File: src/rtl/core/ils_pkg.sv
package ils_pkg;

  // fixed field widths of the request and response channels
  localparam int REQ_W    = 3;
  localparam int POS_W    = 9;
  localparam int VAL_W    = 32;
  localparam int STATUS_W = 2;
  localparam int RIDX_W   = 8;
  localparam int RCNT_W   = 9;

  // defaults for the top-level parameters
  localparam int CAPACITY_DEF   = 256;
  localparam int DATA_WIDTH_DEF = 32;

  typedef enum logic [REQ_W-1:0] {
    REQ_APPEND    = 3'd0,
    REQ_INSERT    = 3'd1,
    REQ_READ      = 3'd2,
    REQ_OVERWRITE = 3'd3,
    REQ_REMOVE    = 3'd4,
    REQ_CLEAR     = 3'd5
  } req_t;

  typedef enum logic [STATUS_W-1:0] {
    STS_OK    = 2'd0,
    STS_RANGE = 2'd1,
    STS_FULL  = 2'd2
  } status_t;

  // controller to datapath
  typedef struct packed {
    logic load;
    logic shift;
    logic commit;
    logic emit;
  } dp_cmd_t;

  // datapath to controller
  typedef struct packed {
    logic shift_done;
    logic out_free;
  } dp_sts_t;

endpackage

File: src/rtl/core/ils_ctrl.sv
module ils_ctrl import ils_pkg::*; (
  input  logic    clk,
  input  logic    rst_n,
  input  logic    in_valid,
  output logic    in_ready,
  input  dp_sts_t sts,
  output dp_cmd_t cmd
);

  typedef enum logic [3:0] {
    S_IDLE   = 4'b0001,
    S_SHIFT  = 4'b0010,
    S_COMMIT = 4'b0100,
    S_DONE   = 4'b1000
  } state_t;

  state_t state_r, state_nxt;

  always_comb begin
    state_nxt  = state_r;
    cmd        = '0;
    in_ready   = 1'b0;
    unique case (state_r)
      S_IDLE: begin
        in_ready = 1'b1;
        cmd.load = in_valid;
        if (in_valid) begin
          state_nxt = S_SHIFT;
        end
      end
      S_SHIFT: begin
        cmd.shift = 1'b1;
        if (sts.shift_done) begin
          state_nxt = S_COMMIT;
        end
      end
      S_COMMIT: begin
        cmd.commit = 1'b1;
        state_nxt  = S_DONE;
      end
      S_DONE: begin
        cmd.emit = sts.out_free;
        if (sts.out_free) begin
          state_nxt = S_IDLE;
        end
      end
      default: begin
        state_nxt = S_IDLE;
      end
    endcase
  end

  always_ff @(posedge clk) begin
    if (!rst_n) begin
      state_r <= S_IDLE;
    end else begin
      state_r <= state_nxt;
    end
  end

endmodule

File: config.mk
export PLATFORM = sky130hd
export DESIGN_NAME = ils_ctrl
export DESIGN_NICKNAME = d
export VERILOG_FILES = /design/src/rtl/core/ils_pkg.sv /design/src/rtl/core/ils_ctrl.sv
export SDC_FILE = /design/constraint.sdc
export NUM_CORES = 1
export LEC_CHECK = 0
export BUFFER_PORTS_ARGS = -buffer_cell sky130_fd_sc_hd__buf_2
export CORE_AREA = 2 2 39 41
export DETAILED_ROUTE_END_ITERATION = 10
export DIE_AREA = 0 0 41 43
export PLACE_DENSITY = 0.51
export SYNTH_ARGS = -nofsm -noshare
export SYNTH_HDL_FRONTEND = slang
export SYNTH_SLANG_ARGS = --single-unit
File: constraint.sdc
create_clock -name clk -period 1.15 [get_ports clk]
set_input_delay 0.0575 -clock clk [delete_from_list [all_inputs] [get_ports clk]]
set_output_delay 0.0575 -clock clk [all_outputs]
set_load 0.05 [all_outputs]
# Yosys cells after proc, flatten, opt, wreduce, memory -nomap -nowiden
# Index checks and enable logic that the tools add are counted.
# word_totals
word_cells	18
reg_bits	4
output_inout_bits	5
in_bits	5
# classes
mux	9
n_eq_ne	7
n_reduce_logical	1
# ops
cell	n
one-hot mux 4 bit (4 select lines)	1
two-way mux 4 bit	3
inequality test 2 bit, second input constant	3
two-way mux 1 bit	5
== test 4 x 1 -> 1 bit, second input constant	1
== test 4 x 2 -> 1 bit, second input constant	1
== test 4 x 3 -> 1 bit, second input constant	1
== test 4 bit, second input constant	1
AND reduction 3 bit	1

# Longest topological paths before layout
# depth
ltp_word	3
mapped_depth	5
mapped_depth_nobuf	4

# Least setup slack after synthesis
# OpenSTA, ideal clock, no wires.
# synth_timing
kind	register to output
from	reg state_r[1]
to	out cmd[0] in the netlist's numbering
t_required_ns	1.092
stages_incl_launch_ff	4
arrival_time_ns	2.112
setup_slack_ns	-1.020
n_path_buf	1
cell_sequence	dfxtp_1 -> buf_6 -> or2_1 -> nor4_1
# synth_lines
element	line_no	source
start: declaration	ils_ctrl.sv:17	state_t state_r, state_nxt;
start signal: assignment	ils_ctrl.sv:57	state_r <= state_nxt;
end: declaration	ils_ctrl.sv:7	output dp_cmd_t cmd

==> flow_summary.json <==
{
  "r2r_end": "state_r[1]",
  "required_ps": 1090,
  "path_clk_slew_ps": 40,
  "drive_above_1_share_pct": 78.85,
  "r2r_cells": 5,
  "cts_buffer_depth": 2,
  "reg_top3": "state_r (4)",
  "die_width_um": 41,
  "antennaDiodeCount": 0,
  "critical_path_class": "register to output port",
  "seq_area_um2": 92.59,
  "synthArstFlopShare_pct": 0,
  "multi_input_area_um2": 215.2,
  "post_synth.cell_area_avg_um2": 9.027,
  "overflow": 0,
  "core_um2": 1384,
  "worstPathMaxFanout": 5,
  "highest_layer": "met3",
  "ios": 10,
  "yosysMostFrequentCell": "dfxtp_1",
  "synthesis.nets": 33,
  "routed_wl_um": 728,
  "antenna_left": 0,
  "synthTopCellsByCount": "dfxtp_1, inv_1, nor3b_1",
  "insertion_delay_ps": 230,
  "layout.nets": 59,
  "top_register": "state_r",
  "portBuffers": 9,
  "drv_cap": 0,
  "min_from": "rst_n",
  "hp-class": "input port to register",
  "worst_pin_slew_ps": 305.1,
  "final_core_util_pct": 40.51,
  "synthesis.area_um2": 252.7,
  "p_leak_nw": 0.2360,
  "yosys.area.top_type": "dfxtp_1",
  "finalPower_uw": 512.7,
  "startpoint_type": "register",
  "fin_cells": 68,
  "grt_pass1_vias": 307,
  "outcome": "complete, but fails checks",
  "die_area_um2": 1763,
  "yosysTopAreaCellShare_pct": 31.68,
  "yosysWarningCount": 0,
  "wl_per_cell_um": 10.71,
  "slew_headroom_pct": 79.40,
  "fmax_mhz": 789.2,
  "finalWorstSetupSlack_ps": -117.1,
  "reg2reg_slack_ps": -70,
  "power.density_nw_per_um2": 914.7,
  "hold_viol_final": 0,
  "violations": "setup timing",
  "r2r-start": "state_r[3]",
  "die_h_um": 43,
  "cp-end-kind": "output port",
  "synth_cell_type_count": 23,
  "drc": 0,
  "cts_tree": "done",
  "met3_length_um": 34,
  "via_per_inst": 4.485,
  "largest_reg_flops": 4,
  "synth_edf_count": 0,
  "routed-wl-met2_um": 386,
  "clockRootBuffer": "clkbuf_4",
  "holdPathEnd": "state_r[0]",
  "start_util_pct": 18.26,
  "synthFlopType": "dfxtp_1",
  "n_fill_cell": 135,
  "slew_viol_final": 0,
  "ys_ff_latch": 4,
  "fin_skew_ps": 0.8180,
  "drtIter0Drc": 2,
  "rsz0062_at_grt": "yes",
  "drt_first_pass_iters": 3,
  "rows": 14,
  "crit_start": "state_r[1]",
  "ir_worst_vdd_v": 0.0003345,
  "num_vias": 305,
  "dp_hpwl_um": 547.3,
  "finalCritPeriodShare_pct": 110.2,
  "gp_congestion": 0.7681,
  "grt_usage_pct": 10.22,
  "placedCellCount": 62,
  "grt_max_degree": 6,
  "netlist_instances": 28,
  "cts.htree.levels": 1,
  "hold_depth": 2,
  "met1Wirelength_um": 307,
  "synthTopCellsByArea": "dfxtp_1, nor3b_1, nor4b_2",
  "clock-sinks": 4,
  "worstPathArrival_ps": 1210,
  "finalSetupViolCount": 6,
  "yosysSeqAreaShare_pct": 31.68,
  "antenna_found_initial": 0,
  "area_delta_synth_final_pct": 121.8,
  "grt_pass1_wl_um": 1214,
  "fin_crit_ps": 1267,
  "cts_inserted_buffers": 3
}
[cells in the final DEF (no fill, tap or decap), types with 2 or more instances in the layout]
| master | count |
|---|---|
| buf_4 | 10 |
| buf_6 | 5 |
| buf_2 | 4 |
| nor3b_2 | 3 |
| clkbuf_4 | 3 |
| buf_8 | 3 |
| dfxtp_4 | 3 |
| inv_1 | 2 |
| nor4b_4 | 2 |
[per-stage QoR]
stage	setup TNS (ps)	setup WS, ps	instance area (µm²)	hold slack [ps]
6_report	-481.5	-117.1	560.5	69.31
5_1_grt	-845.6	-187.9	560.5	76.60
4_1_cts	-611.7	-143.6	521.8	59.86
3_5_place_dp	-43.90	-26.26	407.9	311.0
3_3_place_gp	-55.21	-38.54	407.9	304.0
2_1_floorplan	-2007	-546.7	279.0	164.7
[cells by family after synthesis]
family / Yosys count / synth area share, %
xor gates and xnor gates: 1 / 3.466
DFF: 4 / 31.68
and+or+nand+nor: 13 / 38.62
muxes: 1 / 4.455
buffers and inverters: 4 / 8.910
AOI/OAI and AO/OA: 5 / 12.87
[repair_timing]
item,4_1_cts,5_1_grt
pin swaps,4,1
buffers inserted,3,0
setup endpoints to repair,6,7
hold buffers,0,0
gates resized for setup,23,7
[critical path, stage by stage, from the launching register on]
cell and delay [ps]:
dfxtp_4 360, or2_4 280, nor4_4 150, buf_6 190
[power breakdown]
part | total, mW | leakage [nW] | internal (mW) | switching, mW
Combinational | 0.186 | 0.188 | 0.0986 | 0.0877
Clock | 0.175 | 0.0138 | 0.117 | 0.0582
Sequential | 0.151 | 0.0346 | 0.142 | 0.00956
Total | 0.513 | 0.236 | 0.357 | 0.155
[metal layers]
layer,track usage [%],vias up
met5,0,-
met4,8.000,0
met2,15.63,7
met1,11.18,145
met3,2.618,0
li1,-,153
[layout make-up]
cell class,instances,area share (%)
Clock buffer,3,4.018
Multi-Input combinational cell,20,38.39
Tap cell,16,3.571
Timing Repair Buffer,22,35.04
Inverter,3,2.455
Sequential cell,4,16.52
[how the worst max path moves through the flow]
stage / cells after the start / slack (ps) / to
after floorplan: 5 / -550 / state_r[0]
after global placement: 3 / -40 / cmd[0]
after detailed placement: 3 / -30 / cmd[0]
after CTS: 3 / -140 / cmd[0]
after global routing: 4 / -190 / cmd[3]
final: 3 / -120 / cmd[0]
Power figures use the tool's default switching activity.
